$ cat src/rtl/core/sgmd_pkg.sv
// Package for the Sobel gradient core: shared types and constants.
// Used by the window front end, the gradient back end and the top level.
package sgmd_pkg;

  localparam int unsigned PixW = 8;
  localparam int unsigned WidthRegW = 11;
  localparam int unsigned HeightRegW = 13;
  localparam int unsigned CfgDataW = 13;
  localparam int unsigned GradW = 11;  // signed gx, gy in [-1020, 1020]
  localparam int unsigned MaxHeight = 4096;
  localparam int unsigned CntRowW = 12;

  typedef enum logic [0:0] {
    RegImageWidth  = 1'b0,
    RegImageHeight = 1'b1
  } cfg_reg_e;

  typedef enum logic [1:0] {
    DirHorizontal = 2'd0,
    DirVertical   = 2'd1,
    DirMinus45    = 2'd2,
    DirPlus45     = 2'd3
  } dir_e;

  // One window of gradients handed from the front end to the back end.
  typedef struct packed {
    logic signed [GradW-1:0] gx;
    logic signed [GradW-1:0] gy;
    logic                    last;
  } grad_item_t;

endpackage

$ cat src/rtl/core/sgmd_queue.sv
// Two-entry queue between the front end and the back end.
// Depends on sgmd_pkg for the gradient item type.
module sgmd_queue import sgmd_pkg::*; (
  input  logic       clk_i,
  input  logic       rst_ni,
  input  logic       in_valid_i,
  output logic       in_ready_o,
  input  grad_item_t in_item_i,
  output logic       out_valid_o,
  input  logic       out_ready_i,
  output grad_item_t out_item_o
);

  grad_item_t   mem_q [2];
  logic         wptr_q, rptr_q;
  logic [1:0]   cnt_q;
  logic         push, pop;

  assign in_ready_o = cnt_q != 2'd2;
  assign out_valid_o = cnt_q != 2'd0;
  assign push = in_valid_i && in_ready_o;
  assign pop = out_valid_o && out_ready_i;
  assign out_item_o = mem_q[rptr_q];

  // Storage.
  always_ff @(posedge clk_i) begin
    if (push) mem_q[wptr_q] <= in_item_i;
  end

  // Pointers and fill count.
  always_ff @(posedge clk_i or negedge rst_ni) begin
    if (!rst_ni) begin
      wptr_q <= 1'b0;
      rptr_q <= 1'b0;
      cnt_q <= 2'd0;
    end else begin
      if (push) wptr_q <= !wptr_q;
      if (pop) rptr_q <= !rptr_q;
      cnt_q <= cnt_q + {1'b0, push} - {1'b0, pop};
    end
  end

endmodule

$ cat config.mk
export PLATFORM = sky130hd
export DESIGN_NAME = sgmd_queue
export DESIGN_NICKNAME = d
export VERILOG_FILES = /design/src/rtl/core/sgmd_pkg.sv /design/src/rtl/core/sgmd_queue.sv
export SDC_FILE = /design/constraint.sdc
export NUM_CORES = 1
export LEC_CHECK = 0
export BUFFER_PORTS_ARGS = -buffer_cell sky130_fd_sc_hd__buf_2
export CORE_MARGIN = 4
export CORE_UTILIZATION = 46
export CTS_BUF_LIST = sky130_fd_sc_hd__clkbuf_16
export DETAILED_ROUTE_END_ITERATION = 10
export PLACE_DENSITY_LB_ADDON = 0.15
export SLEW_MARGIN = 20
export SYNTH_ARGS = -nofsm -noshare
export SYNTH_HDL_FRONTEND = slang
export SYNTH_SLANG_ARGS = --single-unit
$ cat constraint.sdc
create_clock -name clk_i -period 1.89 [get_ports clk_i]
set_input_delay 0.4725 -clock clk_i [delete_from_list [all_inputs] [get_ports clk_i]]
set_output_delay 0.4725 -clock clk_i [all_outputs]
set_load 0.01 [all_outputs]
[Yosys cells after proc, flatten, opt, wreduce, memory -nomap -nowiden]
Memories as Yosys holds them, arrays and structs flattened.
Cells that the tools add are included.
Word-level totals
  output and inout bits: 25
  input port bits: 27
  memories kept: 1
  latch bits: 0
  memory bits (writable): 46
  ROM bits: 0
  register bits after elaboration: 4
Operators by class
  bitwise logic cells: 0
  div/mod/pow operators: 0
  order comparisons: 0
  reductions and logical operators: 5
  multiplexer cells: 2
  $add $sub $neg: 2
  $mul: 0
  eq/ne operators: 1
  shift operators: 0
Memory list
  mem_q: depth 2, bits a word 23, read ports 1, clocked after Yosys merged registers in 0, write ports 1, RTL line sgmd_queue.sv:14  | grad_item_t mem_q [2];
Operators with widths (number)
  $add A2 B1 Y2: 1
  $logic_and A1 B1 Y1: 2
  $logic_not A1 Y1: 2
  $mux W1: 2
  $ne A2 B2 Y1 const B: 1
  $reduce_bool A2 Y1: 1
  $sub A2 B1 Y2: 1

[Logic depth before layout (Yosys ltp)]
Gate-level depths: netlist (run 1).
  word-level depth: 4
  depth in mapped cells: 5
  mapped depth without buffers: 5

[Worst setup path after synthesis (run 1)]
Ideal clock, no wire load.
  path type: reg2reg
  start point: register cnt_q[0]
  end point: memory mem_q[0][0] in the netlist's numbering, enable pin
  data arrival time: 1.693 ns
  setup time: 0.403 ns
  setup slack: -0.205 ns
  required time: 1.487 ns
  clock period less this slack: 2.095 ns
  buffers on the path: 0
  cell stages (with the launch flop): 4
  path through: dfrtp_1 nand2b_1 nand2_1 nor2_1
On the way
  cells in the longest elaborated chain, start to end: 4
RTL lines
  start: declaration: RTL line sgmd_queue.sv:16  | logic [1:0] cnt_q;
  start signal: assignment: RTL line sgmd_queue.sv:39  | cnt_q <= cnt_q + {1'b0, push} - {1'b0, pop};
  $ne A2 B2 Y1: RTL line sgmd_queue.sv:19  | assign in_ready_o = cnt_q != 2'd2;
  named net in_ready_o: RTL line sgmd_queue.sv:7  | output logic in_ready_o,
  $logic_and A1 B1 Y1: RTL line sgmd_queue.sv:21  | assign push = in_valid_i && in_ready_o;
  $mux W1: RTL line sgmd_queue.sv:27  | if (push) mem_q[wptr_q] <= in_item_i;
  $mux W1 (not written as such): RTL line sgmd_queue.sv:27
  end: declaration: RTL line sgmd_queue.sv:14
The timed path passes the listed nets, and every way through them passes these cells.

==> flow_metrics.py, run 1 <==
metrics = {
    "sta": {
        "hold_slack_ps": 377,
        "worst_pin_slew_ps": 235,
        "rsz0062_at_grt": "no",
        "fin_tns_setup_ps": 0,
        "fin_crit_sh_pct": 95.7,
        "maxSlewViolCount": 0,
        "fmax_ghz": 0.553,
        "relSlewSlack_pct": 84.4,
        "finalSetupViolCount": 0,
        "finalHoldViolCount": 0,
        "fin_skew_ps": 4.32,
        "post-route-min-period_ps": 1810,
    },
    "global_routing": {
        "grt_pass1_vias": 1059,
        "grt.total_usage_pct": 12.5,
        "grt_max_degree": 19,
        "grt_overflow": 0,
        "antenna_found_initial": 0,
        "grt_pass1_wl_microns": 4810,
    },
    "drt": {
        "via_per_inst": 4.79,
        "drt-pass1-iter-count": 4,
        "drc_errors": 0,
        "wl_per_cell_microns": 14.4,
        "antenna_left": 0,
        "wl_microns": 3000,
        "num_vias": 996,
        "drt_iter0_drc": 42,
    },
    "pwr": {
        "leakagePower_nw": 0.936,
        "ir_drop_uv": 952,
        "p_per_area_nw_per_um2": 1500,
    },
    "critical_path": {
        "crit_path_max_fanout": 8,
        "cp-startpoint": "rptr_q",
        "rr_endpoint": "mem_q[1][1]",
        "path_class": "reg -> out",
        "crit_path_end_kind": "primary output",
        "crit_path_start_kind": "register",
        "critPathRequiredTime_ps": 1420,
        "r2r_start": "cnt_q[0]",
        "critPathArrivalTime_ps": 1340,
        "r2r_cells": 3,
        "rrSetupSlack_ps": 490,
    },
    "floorplanning": {
        "die_h_microns": 72.1,
        "start_util_pct": 47.2,
        "rows": 23,
        "die-area_sq_um": 5200,
        "fp.dieW_microns": 72.1,
        "core_area_sq_um": 4000,
        "io_pins": 52,
    },
    "clocking": {
        "cts_max_path_buffers": 2,
        "cts_root_buf": "clkbuf_16",
        "cts_tree": "yes",
        "clkLatencyLatePin_ps": 280,
        "cts_sinks": 50,
        "cts_max_level": 2,
        "path_clk_slew_ps": 60,
        "numCtsBuffers": 5,
    },
    "cells_and_area": {
        "final_common_cell": "buf_2",
        "final_cells": 208,
        "multi_input_area_sq_um": 395,
        "n_fill_cell": 327,
        "final_cell_mix": "buf_2, edfxtp_1, mux2_2, buf_4, clkbuf_16",
        "fin_util_pct": 60.3,
        "final_area_sq_um": 2410,
        "nNetsFinal": 185,
        "seq_area_sq_um": 1480,
        "antenna_cells": 0,
        "area.growth.synth_to_final_pct": 27.7,
        "drive_gt1_share_pct": 60.1,
    },
    "placed_design": {
        "dpl_cell_area_sq_um": 2250,
        "gp_congestion": 0.754,
        "place_hpwl_microns": 2270,
        "dp.cells": 198,
        "numPortBuffers": 51,
    },
    "yosys": {
        "synth_fp_nets": 122,
        "ys_warn_count": 0,
        "seq_area_frac_synth_pct": 78.4,
        "synth.distinct_cells": 17,
        "netlist_instances": 94,
        "synth_seq_cells": 50,
        "syn_area_per_cell_sq_um": 20.1,
        "syn_area_sq_um": 1890,
    },
    "run_status": {
        "status": "finished clean",
    },
    "worst_hold_path": {
        "hold_path_class": "in -> reg",
        "worstHoldStart": "in_item_i[4]",
        "hold_end": "mem_q[1][4]",
        "holdPathStages": 1,
    },
    "run": {
        "max-cap-violations": 0,
    },
}
## sequential cells by signal (all words and copies together) (netlist names)
register and cells:
cnt_q 2, rptr_q 1, mem_q 46, wptr_q 1
## power breakdown
| part | internal [mW] | total (mW) | switching [mW] |
|---|---|---|---|
| sequential | 1.52 | 1.62 | 0.0995 |
| clock | 0.484 | 0.829 | 0.345 |
| combinational | 0.607 | 1.18 | 0.573 |
## worst max-delay path, cell delays in order (launching register included)
cell and delay, ps:
dfrtp_2 390, buf_4 170, mux2_2 350, buf_2 140
## cell usage after synthesis, drive strengths merged
| master | n | share of area [%] |
|---|---|---|
| buf | 3 | 0.79 |
| edfxtp | 46 | 73 |
| nand2b | 1 | 0.33 |
| and4bb | 1 | 0.66 |
| and2b | 1 | 0.46 |
| nand3 | 1 | 0.26 |
| mux2 | 23 | 14 |
| xnor2 | 3 | 1.4 |
| o21ai | 1 | 0.26 |
| and3 | 1 | 0.40 |
| or2 | 1 | 0.33 |
| dfrtp | 4 | 5.3 |
| nand2 | 2 | 0.40 |
| o21ba | 1 | 0.53 |
| a311oi | 1 | 0.79 |
| ha | 1 | 0.66 |
| nor2 | 3 | 0.60 |
## what timing repair did
item	in CTS	in global routing
hold buffers	1	0
resized for setup	1	0
endpoints found under the hold margin	4	0
setup endpoints to repair	19	0
buffers inserted	1	0
## layout make-up
type / instances / share of cell area, %
multi-input cells: 41 / 16.4
repair buffers: 59 / 13.7
clock inverters: 3 / 0.726
flip-flops and latches: 50 / 61.4
well taps: 50 / 2.59
clock buffers: 5 / 5.18
## stage by stage
step | power, mW | setup slack, ps
5_1_grt | 3.85 | 9.00
4_1_cts | 3.69 | 63.9
6_report | 3.63 | 80.4
3_5_place_dp | 2.83 | 212
2_1_floorplan | 2.36 | 165
3_3_place_gp | 2.80 | 269
## how the worst max path moves through the flow
stage | to | slack (ps) | depth (start not counted)
4_1_cts | out_item_o[16] | 60 | 3
3_5_place_dp | out_item_o[16] | 210 | 3
5_1_grt | out_item_o[3] | 9 | 3
2_1_floorplan | mem_q[0][0] | 170 | 3
3_3_place_gp | out_item_o[16] | 270 | 3
6_report | out_item_o[3] | 80 | 3
## logic make-up after synthesis
kind of cell / after synthesis / synth area share (%)
compound gates: 3 / 1.59
xor+xnor: 3 / 1.39
mux: 23 / 13.7
simple gates: 11 / 3.44
flops: 50 / 78.4
buf+inv: 3 / 0.794
fa+ha+maj: 1 / 0.662
## per-layer routing
layer	vias up	global-route usage [%]	share of wire (%)
met5	-	0	0
met4	0	3.13	0.90
met3	4	5.26	7.7
met2	33	21.8	52
met1	469	14.2	39
li1	490	-	-
(Power assumes the default switching activity.)
==> run 2: changes to the inputs <==
CORE_UTILIZATION = 45   (was 46)
==> flow_metrics.py, run 2 (synthesis gave the netlist of run 1 again) <==
metrics = {
    "sta": {
        "fmax_ghz": 0.551,
        "fin_tns_setup_ps": 0,
        "worst_pin_slew_ps": 271,
        "hold_slack_ps": 375,
        "fin_skew_ps": 6.23,
        "finalHoldViolCount": 0,
        "finalSetupViolCount": 0,
        "maxSlewViolCount": 0,
        "fin_crit_sh_pct": 96.0,
        "relSlewSlack_pct": 81.9,
        "post-route-min-period_ps": 1820,
        "rsz0062_at_grt": "no",
        "layout_setup_ws_ps": 74.9,
    },
    "drt": {
        "drt_iter0_drc": 52,
        "antenna_left": 0,
        "wl_per_cell_microns": 15.2,
        "wl_microns": 3120,
        "num_vias": 1006,
        "via_per_inst": 4.88,
        "drt-pass1-iter-count": 3,
        "drc_errors": 0,
    },
    "placed_design": {
        "numPortBuffers": 51,
        "pre_cts_ws_ps": 325,
        "dpl_cell_area_sq_um": 2240,
        "dp.cells": 197,
        "place_hpwl_microns": 2240,
        "gp_congestion": 0.734,
    },
    "run_status": {
        "status": "finished clean",
    },
    "global_routing": {
        "antenna_found_initial": 0,
        "use_met1_pct": 13.9,
        "grt_pass1_wl_microns": 5060,
        "grt_overflow": 0,
        "grt.total_usage_pct": 12.7,
        "use_met3_pct": 3.99,
        "grt_use_met2_pct": 22.6,
        "grt_max_degree": 19,
        "grt.busiest_layer": "met2",
        "grt_pass1_vias": 1129,
    },
    "cells_and_area": {
        "final_cells": 206,
        "largest_register": "mem_q",
        "final_cell_mix": "buf_2, edfxtp_1, mux2_2, clkbuf_16, dfrtp_1",
        "largest_reg_flops": 46,
        "area.growth.synth_to_final_pct": 28.4,
        "final_common_cell": "buf_2",
        "antenna_cells": 0,
        "nNetsFinal": 183,
        "fin_util_pct": 60.2,
        "largestRegisters": "mem_q (46), cnt_q (2)",
        "final_area_sq_um": 2430,
        "drive_gt1_share_pct": 59.0,
    },
    "worst_hold_path": {
        "hold_path_class": "in -> reg",
        "hold_end": "mem_q[0][17]",
        "worstHoldStart": "in_item_i[17]",
        "holdPathStages": 1,
    },
    "run": {
        "max-cap-violations": 0,
    },
    "pwr": {
        "ir_drop_uv": 783,
        "leakagePower_nw": 0.936,
        "power_mw": 3.77,
        "p_per_area_nw_per_um2": 1550,
    },
    "critical_path": {
        "r2r_cells": 3,
        "critPathRequiredTime_ps": 1420,
        "crit_path_end_kind": "primary output",
        "critPathArrivalTime_ps": 1340,
        "worst_path_max_delay_cell": "dfrtp_1",
        "cp-startpoint": "rptr_q",
        "rr_endpoint": "mem_q[1][2]",
        "r2r_start": "cnt_q[0]",
        "crit_path_max_incr_delay_ps": 360,
        "crit_path_start_kind": "register",
        "path_class": "reg -> out",
        "path_delay_family": "flip-flops",
        "crit_path_max_fanout": 17,
        "crit_path_cell_trace": "buf_6 > mux2_2 > buf_2",
        "rrSetupSlack_ps": 440,
        "critPathBufInv": 2,
    },
    "clocking": {
        "cts_tree": "yes",
        "cts_setup_buffers": 0,
        "clkLatencyLatePin_ps": 280,
        "numCtsBuffers": 5,
        "cts_max_path_buffers": 2,
        "cts_max_level": 2,
        "cts_root_buf": "clkbuf_16",
        "cts_sinks": 50,
        "path_clk_slew_ps": 60,
    },
    "floorplanning": {
        "core_area_sq_um": 4030,
        "fp.dieW_microns": 72.8,
        "rows": 23,
        "die_h_microns": 72.8,
        "start_util_pct": 46.9,
        "die-area_sq_um": 5300,
        "io_pins": 52,
    },
}
## run 2: worst max path at each step
stage	to	cells past startpoint	slack, ps
floorplan	mem_q[0][0]	3	170
global placement	out_item_o[10]	3	330
detailed placement	out_item_o[13]	3	320
CTS	out_item_o[0]	3	20
global route	out_item_o[13]	3	5
finish	out_item_o[13]	3	70
## run 2: repair_timing
action | in CTS | in global routing
hold buffers | 1 | 0
endpoints found under the hold margin | 4 | 0
endpoints found under the setup margin | 0 | 16
gates resized for setup | 0 | 1
## run 2: area by class of cell
class | instances | area [sq um]
fill | 317 | 1600
multi-input combinational | 41 | 395
clock inverter | 3 | 42.5
timing repair buffer | 57 | 319
sequential | 50 | 1480
tap | 50 | 62.6
clock buffer | 5 | 125
## run 2: report_power, final
part / internal (mW) / switching (mW) / leakage [nW]
registers: 1.52 / 0.0961 / 0.475
logic: 0.586 / 0.582 / 0.379
clock network: 0.624 / 0.363 / 0.0818
total: 2.73 / 1.04 / 0.936
## run 2: routing by layer
layer  wire length (microns)  vias to the layer above
li1                        -                      487
met2                    1690                       31
met1                    1170                      484
met5                       0                        -
met3                     226                        4
met4                      37                        0
