[src/rtl/core/sgmd_pkg.sv]
// Package for the Sobel gradient core: shared types and constants.
// Used by the window front end, the gradient back end and the top level.
package sgmd_pkg;

  localparam int unsigned PixW = 8;
  localparam int unsigned WidthRegW = 11;
  localparam int unsigned HeightRegW = 13;
  localparam int unsigned CfgDataW = 13;
  localparam int unsigned GradW = 11;  // signed gx, gy in [-1020, 1020]
  localparam int unsigned MaxHeight = 4096;
  localparam int unsigned CntRowW = 12;

  typedef enum logic [0:0] {
    RegImageWidth  = 1'b0,
    RegImageHeight = 1'b1
  } cfg_reg_e;

  typedef enum logic [1:0] {
    DirHorizontal = 2'd0,
    DirVertical   = 2'd1,
    DirMinus45    = 2'd2,
    DirPlus45     = 2'd3
  } dir_e;

  // One window of gradients handed from the front end to the back end.
  typedef struct packed {
    logic signed [GradW-1:0] gx;
    logic signed [GradW-1:0] gy;
    logic                    last;
  } grad_item_t;

endpackage

[src/rtl/core/sgmd_back.sv]
// Back end: iterative integer square root and sector classification.
// Depends on sgmd_pkg. One bit of the root per cycle.
module sgmd_back import sgmd_pkg::*; (
  input  logic            clk_i,
  input  logic            rst_ni,
  input  logic            item_valid_i,
  output logic            item_ready_o,
  input  grad_item_t      item_i,
  output logic            res_valid_o,
  input  logic            res_ready_i,
  output logic [PixW-1:0] magnitude_o,
  output logic [1:0]      direction_o,
  output logic            frame_last_o
);

  typedef enum logic [1:0] {
    StIdle,
    StSquare,
    StRoot,
    StSector
  } state_e;

  state_e          state_q;
  logic [GradW-2:0] ax_q, ay_q;
  logic            gx_zero_q, same_sign_q, last_q;
  logic [20:0]     sq_q;          // gx^2 + gy^2, up to 2080800
  logic [PixW-1:0] root_q;
  logic [PixW-1:0] bit_q;
  logic            res_valid_q;
  logic [PixW-1:0] mag_q;
  logic [1:0]      dir_q;
  logic            flast_q;

  logic [PixW-1:0] trial;
  logic [2*PixW-1:0] trial_sq;
  logic [GradW-1:0] sum_a, diff_a;
  logic [21:0]     sum_sq, diff_sq, two_ax_sq;
  logic            is_h, is_v;
  logic [1:0]      dir_c;

  assign trial = root_q | bit_q;
  assign trial_sq = trial * trial;

  // Sector comparisons against tan(22.5) and tan(67.5).
  always_comb begin
    sum_a = {1'b0, ay_q} + {1'b0, ax_q};
    diff_a = {1'b0, ay_q} - {1'b0, ax_q};
    sum_sq = 22'(sum_a * sum_a);
    diff_sq = 22'(diff_a * diff_a);
    two_ax_sq = 22'({ax_q, 1'b0} * ax_q);
    is_h = sum_sq < two_ax_sq;
    is_v = (ay_q > ax_q) && (diff_sq > two_ax_sq);
    if (gx_zero_q) dir_c = DirVertical;
    else if (is_h) dir_c = DirHorizontal;
    else if (is_v) dir_c = DirVertical;
    else if (same_sign_q) dir_c = DirPlus45;
    else dir_c = DirMinus45;
  end

  assign item_ready_o = (state_q == StIdle);

  // Sequencer with registered result.
  always_ff @(posedge clk_i or negedge rst_ni) begin
    if (!rst_ni) begin
      state_q <= StIdle;
      res_valid_q <= 1'b0;
    end else begin
      if (res_valid_q && res_ready_i && state_q != StSector) res_valid_q <= 1'b0;
      case (state_q)
        StIdle: begin
          if (item_valid_i) begin
            ax_q <= item_i.gx[GradW-1] ? (GradW-1)'(-item_i.gx) : (GradW-1)'(item_i.gx);
            ay_q <= item_i.gy[GradW-1] ? (GradW-1)'(-item_i.gy) : (GradW-1)'(item_i.gy);
            gx_zero_q <= item_i.gx == '0;
            same_sign_q <= item_i.gx[GradW-1] == item_i.gy[GradW-1];
            last_q <= item_i.last;
            state_q <= StSquare;
          end
        end
        StSquare: begin
          sq_q <= 21'(ax_q * ax_q) + 21'(ay_q * ay_q);
          root_q <= '0;
          bit_q <= 8'h80;
          state_q <= StRoot;
        end
        StRoot: begin
          if (21'(trial_sq) <= sq_q) root_q <= trial;
          bit_q <= bit_q >> 1;
          if (bit_q == 8'h01) state_q <= StSector;
        end
        StSector: begin
          if (!res_valid_q || res_ready_i) begin
            mag_q <= (sq_q >= 21'd65536) ? 8'hFF : root_q;
            dir_q <= dir_c;
            flast_q <= last_q;
            res_valid_q <= 1'b1;
            state_q <= StIdle;
          end
        end
        default: state_q <= StIdle;
      endcase
    end
  end

  assign res_valid_o = res_valid_q;
  assign magnitude_o = mag_q;
  assign direction_o = dir_q;
  assign frame_last_o = flast_q;

endmodule

[config.mk]
export PLATFORM = sky130hd
export DESIGN_NAME = sgmd_back
export DESIGN_NICKNAME = d
export VERILOG_FILES = /design/src/rtl/core/sgmd_pkg.sv /design/src/rtl/core/sgmd_back.sv
export SDC_FILE = /design/constraint.sdc
export NUM_CORES = 1
export LEC_CHECK = 0
export ABC_AREA = 1
export CORE_UTILIZATION = 36
export DETAILED_ROUTE_END_ITERATION = 12
export DONT_BUFFER_PORTS = 1
export SLEW_MARGIN = 25
export SYNTH_ARGS = -nofsm -noshare
export SYNTH_HDL_FRONTEND = slang
export SYNTH_SLANG_ARGS = --single-unit
[constraint.sdc]
create_clock -name clk_i -period 9.2 [get_ports clk_i]
set_input_delay 0.92 -clock clk_i [delete_from_list [all_inputs] [get_ports clk_i]]
set_output_delay 0.92 -clock clk_i [all_outputs]
set_load 0.01 [all_outputs]
After elaboration in Yosys (flattened, before gate mapping)
Cells that the tools add are included.
{"block": "op_classes", "mul": 6, "eq_ne": 10, "n_lt_le_gt_ge": 5, "n_addsub": 5, "bitwise_logic": 1, "n_mux": 15, "reduce_logical": 15}
{"op": "$mul A10 B10 Y20", "n": 3}
{"op": "$mul A11 B11 Y22", "n": 2}
{"op": "$pmux W8 S2", "n": 2}
{"op": "$gt A22 B21 Y1", "n": 1}
{"op": "$lt A22 B21 Y1", "n": 1}
{"op": "$add A20 B20 Y21", "n": 1}
{"op": "$ge A21 B17 Y1 const B", "n": 1}
{"op": "$le A16 B21 Y1", "n": 1}
{"op": "$mux W10", "n": 2}
{"op": "$neg A10 Y10", "n": 2}
{"op": "$mul A8 B8 Y16", "n": 1}
{"op": "$reduce_and A3 Y1", "n": 4}
{"op": "$add A10 B10 Y11", "n": 1}
{"op": "$logic_not A11 Y1", "n": 1}
{"op": "$sub A10 B10 Y11", "n": 1}
{"op": "$gt A10 B10 Y1", "n": 1}
{"op": "$ne A2 B2 Y1 const B", "n": 5}
{"op": "$eq A8 B1 Y1 const B", "n": 1}
{"op": "$mux W8", "n": 1}
{"op": "$or A8 B8 Y8", "n": 1}
{"op": "$pmux W2 S4", "n": 1}
{"op": "$mux W1", "n": 6}
{"op": "$mux W2", "n": 3}
{"op": "$eq A2 B2 Y1 const B", "n": 2}
{"op": "other kinds (9)", "n": 12}
{"block": "totals", "input_bits": 27, "register_bits": 74, "word_cells": 71}

Logic depth before layout (Yosys ltp)
Gate-level depths: netlist (run 1).
{"block": "logic_depth", "word_depth": 6, "depth_mapped": 49}

Worst setup path after synthesis (run 1)
No wires, ideal clock.
{"block": "synth_timing", "path_kind": "register -> register", "startpoint": "reg ax_q[3]", "endpoint": "reg dir_q[0], in the netlist direction_o[0], data pin", "arrival_ns": 7.430, "stages_incl_launch_ff": 44, "path_buffers": 2, "synth_period_minus_slack_ns": 7.683, "slack_ns": 1.517, "path_cell_list": "edfxtp_1 clkbuf_1 inv_1 ha_1 buf_4 a21oi_1 inv_1 a21oi_2 o21ai_1 xor2_1 inv_2 nor2_1 inv_1 fa_1 fa_1 fa_1 inv_1 fa_1 [8 not listed] a21boi_1 o21ai_0 xor2_1 ha_1 nand2_1 nor2_1 a211oi_1 nand2_1 nand2_1 nand2_1 nand2_1 nand2_1 nand2_1 nand2_1 nand2_1 nand2_1 nand2_1 nand2_1"}
{"block": "synth_via", "elab_chain_len": 6, "elab_cells_between_ends": 11}
{"item": "start, declared", "line_no": "sgmd_back.sv:24", "rtl": "logic [GradW-2:0] ax_q, ay_q;"}
{"item": "start signal, assigned", "line_no": "sgmd_back.sv:72", "rtl": "ax_q <= item_i.gx[GradW-1] ? (GradW-1)'(-item_i.gx) : (GradW-1)'(item_i.gx);"}
{"item": "$sub A10 B10 Y11", "line_no": "sgmd_back.sv:47", "rtl": "diff_a = {1'b0, ay_q} - {1'b0, ax_q};"}
{"item": "$mul A11 B11 Y22", "line_no": "sgmd_back.sv:49", "rtl": "diff_sq = 22'(diff_a * diff_a);"}
{"item": "$gt A22 B21 Y1", "line_no": "sgmd_back.sv:52", "rtl": "is_v = (ay_q > ax_q) && (diff_sq > two_ax_sq);"}
{"item": "$logic_and A1 B1 Y1", "line_no": "sgmd_back.sv:52"}
{"item": "$mux W1", "line_no": "sgmd_back.sv:55", "rtl": "else if (is_v) dir_c = DirVertical;"}
{"item": "$mux W1 (*)", "line_no": "sgmd_back.sv:54", "rtl": "else if (is_h) dir_c = DirHorizontal;"}
{"item": "end signal, assigned", "line_no": "sgmd_back.sv:94", "rtl": "dir_q <= dir_c;"}
{"item": "end, declared", "line_no": "sgmd_back.sv:31", "rtl": "logic [1:0] dir_q;"}
Mark *: on every way between the ends. The rest lies on a longest branch, timed or not.
A chain may end at the register's enable or synchronous reset.

Worst setup path after layout (run 1)
{"block": "layout_timing", "startpoint": "reg ay_q[0]", "endpoint": "reg dir_q[0], in the netlist direction_o[0], data pin"}
{"block": "layout_via", "elab_chain_len": 6, "elab_cells_between_ends": 10}
{"item": "start, declared", "line_no": "sgmd_back.sv:24"}
{"item": "start signal, assigned", "line_no": "sgmd_back.sv:73", "rtl": "ay_q <= item_i.gy[GradW-1] ? (GradW-1)'(-item_i.gy) : (GradW-1)'(item_i.gy);"}
{"item": "$sub A10 B10 Y11", "line_no": "sgmd_back.sv:47"}
{"item": "$mul A11 B11 Y22", "line_no": "sgmd_back.sv:49"}
{"item": "$gt A22 B21 Y1", "line_no": "sgmd_back.sv:52"}
{"item": "$logic_and A1 B1 Y1", "line_no": "sgmd_back.sv:52"}
{"item": "$mux W1", "line_no": "sgmd_back.sv:55"}
{"item": "$mux W1 (*)", "line_no": "sgmd_back.sv:54"}
Marks and branches as above.

==> results_dict.tcl, run 1 <==
set metrics [dict create \
    outcome "finished clean" \
    num_rows 88 \
    layout_commonest_cell "inv_1" \
    wirelength_um 51000 \
    io_buffers 0 \
    slowest_stage "fa_1" \
    dp_hpwl_um 44980 \
    grt_use_total_pct 18.20 \
    fp.dieW_um 244.7 \
    synth_largest_area_cell "fa_1" \
    hold_violations 0 \
    grt_max_degree 24 \
    final_cell_mix "695 x inv_1, 371 x nand2_1, 335 x ha_1" \
    vias_per_cell 4.748 \
    drv_slew 0 \
    cp_max_fo 8 \
    ctsResizeCount 0 \
    synth_compound_gate_area_share_pct 6.312 \
    cp_data_arrival_time_ns 8.47 \
    start_util_pct 36.62 \
    cp-end-kind "flip-flop" \
    nets 3239 \
    crit_type "reg -> reg" \
    ys_seq_area_share_pct 10.41 \
    drtIter0Drc 950 \
    place.gp.congestion 0.9727 \
    cts_setup_buffers 0 \
    slew_headroom_pct 42.03 \
    cts_sinks 74 \
    final_antenna_net_count 0 \
    die_area_um2 59890 \
    wl_per_cell_um 15.37 \
    rsz0062_at_grt "no" \
    ys.flop_type "edfxtp_1" \
    antenna_cells 0 \
    tns_ns 0 \
    finalSetupViolations 0 \
    cts_made_buffers 9 \
    cts_max_path_buffers 2 \
    synthTopCellsByArea "fa_1 31%, ha_1 20%, inv_1 12%" \
    yosysWarnings 0 \
    cts_tree "done" \
    fmax_mhz 120.3 \
    synth_top_cell_area_share_pct 31.05 \
    grt.overflow.total 0 \
    root_buffer "clkbuf_16" \
    period_share_pct 90.37 \
    cp_common_cell "nand2_1" \
    synth_area_um2 21210 \
    path_clk_slew_ns 0.07 \
    coreArea_um2 57920 \
    postSynthCellCount 2541 \
    area_growth_pct 6.365 \
    cts_hold_buf 0 \
    synth-edff-count 71 \
    ys_async_sr_fraction_pct 4.054 \
    syn_avg_cell_area_um2 8.347 \
    fin_crit_ns 8.314 \
    synth_top_family_by_area "adder cells" \
    r2r_cells 40 \
    crit_path_start_kind "flip-flop" \
    clock_latency_ns 0.39 \
    h-tree-depth 3 \
    synth_fa_ha_area_share_pct 50.82 \
    drv_cap 0 \
    die_h_um 244.7 \
    firstDrtPassIters 6 \
    ys_seq_elements 74 \
    synth.distinct_cells 51 \
    synth-xor-area-share_pct 5.681 \
    via_count 15750 \
    drive_gt1_share_pct 3.799 \
    synth-simple-area-share_pct 13.52 \
    remaining_drc_errors 0 \
    antenna_found_initial 0 \
    synthMuxAreaShare_pct 0 \
    worstHoldPathType "in -> async" \
    io_pins 40 \
    r2r_slack_ns 0.89 \
    worst_slew_pin_slew_ns 0.8685 \
    grt_pass1_wl_um 85960 \
    slowest_delay_ns 0.56 \
    finClkSkew_ns 0.01385 \
    hold_slack_ns 0.2304 \
    critPathRequiredTime_ns 9.35 \
    grt_pass1_vias 17000 \
]
## worst max-delay path: cells and delay by family, from the launching register on
kind	cells	cell delay [ns]
xor+xnor	2	0.63
flops	1	0.39
simple gates	14	0.94
compound gates	8	1.58
buf+inv	7	0.69
fa+ha+maj	9	3.83
## layout make-up
class	count	area, um2
clock buffer	9	225.2
timing repair buffer	28	210.2
sequential	74	2207
inverter	709	2661
tap	765	957.2
fill	5920	35360
clock inverter	7	86.33
multi-input combinational	1726	16210
## worst paths after layout
check / start / to
min in group clk_i: last_q$_DFFE_PP_ / frame_last_o$_DFFE_PP_
max reg2reg: ay_q[0]$_DFFE_PP_ / direction_o[0]$_SDFFCE_PP1P_
max in group asynchronous: rst_ni / state_q[1]$_DFFE_PN0P_
min: rst_ni / res_valid_o$_DFF_PN0_
max: ay_q[0]$_DFFE_PP_ / direction_o[0]$_SDFFCE_PP1P_
min reg2reg: last_q$_DFFE_PP_ / frame_last_o$_DFFE_PP_
## logic make-up after synthesis
| logic type | count (synthesis) |
|---|---|
| AOI/OAI and AO/OA | 229 |
| xor gates and xnor gates | 135 |
| adders and majority gates | 664 |
| buffers and inverters | 743 |
| DFF | 74 |
| other | 2 |
| and+or+nand+nor | 694 |
## registers in the layout, indices dropped and copies added, names as in the netlist
name          cells
gx_zero_q         1
direction_o       2
sq_q             21
ax_q             10
magnitude_o       8
frame_last_o      1
res_valid_o       1
bit_q             8
root_q            8
last_q            1
state_q           2
ay_q             10
same_sign_q       1
## metrics by stage
stage               setup WS (ns)  cell area (um2)  utilization (%)  std cells
detailed placement          1.019            22250            38.41       3302
global route               0.2718            22560            38.95       3318
floorplan                   1.517            21220                -       2543
global placement            1.105            22250            38.41       3302
finish                     0.8862            22560            38.95       3318
CTS                        0.9873            22560            38.95       3318
## routing by layer
metal | up-vias | routed length (um) | global-route usage (%) | share of wire (%)
met5 | - | 0 | 0 | 0
met4 | 0 | 1287 | 5.092 | 2.5
li1 | 7706 | - | - | -
met1 | 7599 | 22680 | 23.64 | 44
met2 | 383 | 24070 | 30.59 | 47
met3 | 65 | 2969 | 3.586 | 5.8
## Yosys cell counts, drive strengths merged, types with 7 or more instances
master / number
a21o: 17
a21oi: 107
a31oi: 15
buf: 7
clkbuf: 27
edfxtp: 71
fa: 329
ha: 335
inv: 707
nand2: 376
nand3: 44
nand4: 15
nor2: 207
nor3: 26
nor4: 7
o21ai: 58
o21bai: 12
or2: 9
xnor2: 56
xor2: 79
Power of run 1 is not shown: default switching activity piles up to over one toggle a cycle in this logic, so the estimate is an artifact.
==> run 2: changes to the inputs <==
Settings changed: ABC_AREA 1 to unset.
Clock period 9.2 ns to 7 ns, I/O delays scaled along.
==> results_dict.tcl, run 2 <==
set metrics [dict create \
    drv_slew 0 \
    top_regs "sq_q x21, ax_q x10, ay_q x10" \
    design_area_um2 24480 \
    ys_seq_area_share_pct 10.70 \
    critPathRequiredTime_ns 7.15 \
    top_layer "met5" \
    cts_tree "done" \
    num_rows 87 \
    die_h_um 241.4 \
    grt_max_degree 24 \
    place.gp.congestion 0.8865 \
    via_count 15500 \
    synth_area_um2 20620 \
    place_ws_ns -0.8548 \
    wirelength_um 50120 \
    coreArea_um2 56500 \
    slew_headroom_pct 41.52 \
    synth.most_common_cell "inv_1" \
    largest_reg_flops 21 \
    layout_commonest_cell "inv_1" \
    period_share_pct 109.6 \
    slowest_stage "fa_1" \
    grt_pass1_wl_um 84500 \
    area_growth_pct 18.70 \
    synth_top_cell_area_share_pct 31.94 \
    synth-edff-count 71 \
    ys_async_sr_fraction_pct 4.054 \
    worst_slew_pin_slew_ns 0.8772 \
    finalSetupViolations 2 \
    synth_largest_area_cell "fa_1" \
    path_clk_slew_ns 0.07 \
    startpoint "ay_q[0]$_DFFE_PP_" \
    grt_use_total_pct 18.59 \
    yosysWarnings 0 \
    drtIter0Drc 636 \
    firstDrtPassIters 5 \
    hold_start "item_i[12]" \
    fin_crit_ns 7.669 \
    nets 3181 \
    nFillCells 5429 \
    drive_gt1_share_pct 18.24 \
    start_util_pct 36.50 \
    slowest_delay_ns 0.58 \
    remaining_drc_errors 0 \
    dp_hpwl_um 43350 \
    final_cell_mix "508 x inv_1, 322 x fa_1, 315 x ha_1" \
    rsz0062_at_grt "yes" \
    root_buffer "clkbuf_16" \
    worstHoldPathType "in -> reg" \
    wl_per_cell_um 15.42 \
    dpl_cell_area_um2 23610 \
    antenna_found_initial 1 \
    violations "negative setup slack" \
    wl_met3_um 2205 \
    critical_path.reg2reg.startpoint "ay_q[0]$_DFFE_PP_" \
    postSynthCellCount 2228 \
    drt-met1-wl_um 22610 \
    final_antenna_net_count 0 \
    io_pins 40 \
    ys_seq_elements 74 \
    synth_fa_ha_area_share_pct 52.26 \
    grt_pass1_vias 16820 \
    ys.flop_type "edfxtp_1" \
    wl_met2_um 23890 \
    synth_top_family_by_area "adder cells" \
    fp.dieW_um 241.4 \
    crit_path_start_kind "flip-flop" \
    cts_max_path_buffers 2 \
    synth_common_cells "524 x inv_1, 335 x ha_1, 329 x fa_1" \
    antenna_cells 0 \
    die_area_um2 58250 \
    synthTopCellsByArea "fa_1 32%, ha_1 20%, edfxtp_1 10%" \
    fmax_mhz 130.4 \
    finalWorstSetupSlack_ns -0.6687 \
    io_buffers 0 \
    hold_violations 0 \
    vias_per_cell 4.767 \
    synth.distinct_cells 79 \
    clock_latency_ns 0.39 \
    synth-simple-area-share_pct 12.05 \
    synthMuxAreaShare_pct 0.2184 \
    drv_cap 0 \
    syn_avg_cell_area_um2 9.257 \
    crit_type "reg -> reg" \
    cp-end-kind "flip-flop" \
    finClkSkew_ns 0.01020 \
    cts_sinks 74 \
    synth_compound_gate_area_share_pct 8.427 \
    cp_max_fo 4 \
    cts_made_buffers 9 \
    h-tree-depth 3 \
    regMostFlops "sq_q" \
    cp_common_cell "fa_1" \
    cp_data_arrival_time_ns 7.82 \
    outcome "finished with violations" \
    synth-xor-area-share_pct 5.897 \
    grt.overflow.total 0 \
]
[run 2: cell count changes after synthesis, moves of 10 or more]
| cell | delta |
|---|---|
| or2_2 | +10 |
| and3_1 | +11 |
| nor2_1 | -28 |
| nand2_1 | -228 |
| and2_1 | +50 |
| nor2b_1 | +26 |
| nand3_1 | -27 |
| nand2b_1 | +25 |
| inv_2 | -10 |
| a21oi_1 | -35 |
| inv_1 | -171 |
| a21o_1 | +13 |
| xor2_1 | -39 |
| xnor2_1 | +44 |
[run 2: area by class of cell]
cell class,count,area [um2],share of cell area [%]
multi-input cells,1590,16890,68.99
flip-flops and latches,74,2207,9.016
repair buffers,285,2158,8.817
inverters,530,1996,8.152
well taps,756,945.9,3.864
clock buffers,9,225.2,0.9200
clock inverters,7,60.06,0.2453
[run 2: what timing repair did]
action | in CTS | in global routing
setup buffers | 21 | 10
pin swaps | 48 | 27
setup endpoints to repair | 2 | 6
hold buffers | 1 | 0
gates resized for setup | 40 | 34
endpoints found under the hold margin | 3 | 0
[run 2: routing by layer]
metal  GRT usage, %  vias up
met3          2.552       59
met4          5.792        2
met1          24.54     7640
met5              0        -
li1               -     7532
met2          31.42      263
[run 2: worst paths after layout]
path,end,slack (ns),cells past startpoint
max in group asynchronous,state_q[1]$_DFFE_PN0P_,6.30,1
worst min-delay path,ax_q[0]$_DFFE_PP_,0.40,0
worst min register to register,frame_last_o$_DFFE_PP_,0.42,0
min in group asynchronous,res_valid_o$_DFF_PN0_,0.55,1
worst max register to register,direction_o[0]$_SDFFCE_PP1P_,-0.67,30
worst max-delay path,direction_o[0]$_SDFFCE_PP1P_,-0.67,30
[run 2: logic make-up (layout without fill, tap and decap cells)]
group,Yosys count,in the layout
flops,74,74
compound gates,251,251
xor+xnor,138,138
fa+ha+maj,664,664
other cells,2,4
simple gates,529,529
buf+inv,566,831
mux,4,4
[run 2: through the flow]
step / hold WS [ns] / TNS (ns) / utilization (%) / instances
floorplan: 0.4003 / -0.7106 / - / 2230
global placement: 0.4008 / -1.223 / 41.78 / 3205
detailed placement: 0.4045 / -1.635 / 41.78 / 3205
CTS: 0.3775 / -1.014 / 42.93 / 3242
global route: 0.3911 / -2.152 / 43.33 / 3251
finish: 0.4001 / -1.243 / 43.33 / 3251
[run 2: critical path: cells and delay by family (launching register included)]
kind                       cells  cell delay, ns
AOI/OAI and AO/OA             11            2.14
buffers and inverters          3            0.27
and+or+nand+nor                6            0.78
xor gates and xnor gates       1            0.13
DFF                            1            0.43
adders and majority gates      9            3.68
Power of run 2 is left out for the same reason.
==> run 3: changes to the inputs <==
Settings changed: SKIP_CTS_REPAIR_TIMING set to 1.
==> results_dict.tcl, run 3 (synthesis gave the netlist of run 2 again) <==
set metrics [dict create \
    outcome "finished with violations" \
    violations "negative setup slack" \
    grt.overflow.total 0 \
    top_regs "sq_q x21, ax_q x10, ay_q x10" \
    firstDrtPassIters 5 \
    slowest_delay_ns 0.53 \
    cts_tree "done" \
    via_count 15420 \
    fp.dieW_um 241.4 \
    hold_end "ax_q[0]$_DFFE_PP_" \
    rsz0062_at_grt "yes" \
    drtIter0Drc 688 \
    crit_path_start_kind "flip-flop" \
    cts_sinks 74 \
    cp_common_cell "fa_1" \
    r2r_slack_ns -0.72 \
    largest_reg_flops 21 \
    crit_type "reg -> reg" \
    vias_per_cell 4.756 \
    io_buffers 0 \
    nFillCells 5421 \
    cts_max_path_buffers 2 \
    die_area_um2 58250 \
    cts_made_buffers 9 \
    fin_crit_ns 7.716 \
    antenna_cells 0 \
    final_cell_mix "507 x inv_1, 317 x fa_1, 315 x ha_1" \
    root_buffer "clkbuf_16" \
    critical_path.reg2reg.startpoint "ay_q[0]$_DFFE_PP_" \
    cp_max_fo 3 \
    slew_headroom_pct 42.84 \
    wirelength_um 49980 \
    num_rows 87 \
    grt_use_total_pct 18.40 \
    area_growth_pct 18.49 \
    dp_hpwl_um 43350 \
    hold_depth 0 \
    place.gp.congestion 0.8865 \
    cp.depth 33 \
    r2r_end "direction_o[0]$_SDFFCE_PP1P_" \
    grt_pass1_vias 16630 \
    h-tree-depth 3 \
    worstHoldPathType "in -> reg" \
    grt_max_degree 24 \
    io_pins 40 \
    coreArea_um2 56500 \
    drive_gt1_share_pct 18.51 \
    worst_slew_pin_slew_ns 0.8574 \
    hold_violations 0 \
    period_share_pct 110.2 \
    cp_data_arrival_time_ns 7.86 \
    final_antenna_net_count 0 \
    wl_per_cell_um 15.42 \
    clock_latency_ns 0.39 \
    regMostFlops "sq_q" \
    path_buf_inv 5 \
    finalWorstSetupSlack_ns -0.7162 \
    nets 3171 \
    remaining_drc_errors 0 \
    start_util_pct 36.50 \
    critPathRequiredTime_ns 7.14 \
    hold_start "item_i[12]" \
    layout_commonest_cell "inv_1" \
    finClkSkew_ns 0.009888 \
    path_clk_slew_ns 0.07 \
    final_util_pct 43.26 \
    drv_cap 0 \
    r2r_cells 33 \
    fmax_mhz 129.6 \
    drv_slew 0 \
    cp-end-kind "flip-flop" \
    slowest_stage "fa_1" \
    die_h_um 241.4 \
    finalSetupViolations 2 \
    antenna_found_initial 1 \
    grt_pass1_wl_um 83700 \
    cp_top_family "adder cells" \
]
-- run 3: cell types whose count changed in the layout (fill, tap and decap cells not counted), sizes merged --
| cell | change |
|---|---|
| buf | -10 |
-- run 3: through the flow --
step / hold WS, ns / cell area (um2) / setup WS (ns) / setup TNS [ns] / cells
after global placement: 0.4008 / 23610 / -0.6495 / -1.223 / 3205
final: 0.4020 / 24440 / -0.7162 / -1.338 / 3241
after CTS: -0.03095 / 23890 / -0.8695 / -1.672 / 3221
after detailed placement: 0.4045 / 23610 / -0.8548 / -1.635 / 3205
after global routing: 0.3911 / 24440 / -1.050 / -2.069 / 3241
after floorplan: 0.4003 / 20920 / -0.3839 / -0.7106 / 2230
-- run 3: per-layer routing --
layer  up-vias  routed length (um)  global-route usage [%]  share of wire [%]
li1       7518                   -                       -                  -
met1      7608               22690                   24.44                 45
met2       238               24150                   31.43                 48
met3        49                2060                   2.473                4.1
met4         2                1065                   4.718                2.1
met5         -                   9                       0              0.018
-- run 3: worst max path at each step --
stage / from / endpoint
CTS: ax_q[0]$_DFFE_PP_ / direction_o[0]$_SDFFCE_PP1P_
global placement: ax_q[0]$_DFFE_PP_ / direction_o[0]$_SDFFCE_PP1P_
finish: ay_q[0]$_DFFE_PP_ / direction_o[0]$_SDFFCE_PP1P_
detailed placement: ax_q[0]$_DFFE_PP_ / direction_o[0]$_SDFFCE_PP1P_
global route: ay_q[0]$_DFFE_PP_ / direction_o[0]$_SDFFCE_PP1P_
floorplan: ay_q[0]$_DFFE_PP_ / direction_o[0]$_SDFFCE_PP1P_
-- run 3: final cells by class --
class,count,area (um2),area share (%)
Multi-Input combinational cell,1590,16900,69.16
Sequential cell,74,2207,9.032
Timing Repair Buffer,275,2102,8.602
Inverter,530,1996,8.166
Tap cell,756,945.9,3.871
Clock buffer,9,225.2,0.9216
Clock inverter,7,60.06,0.2458
Power of run 3 is left out for the same reason.
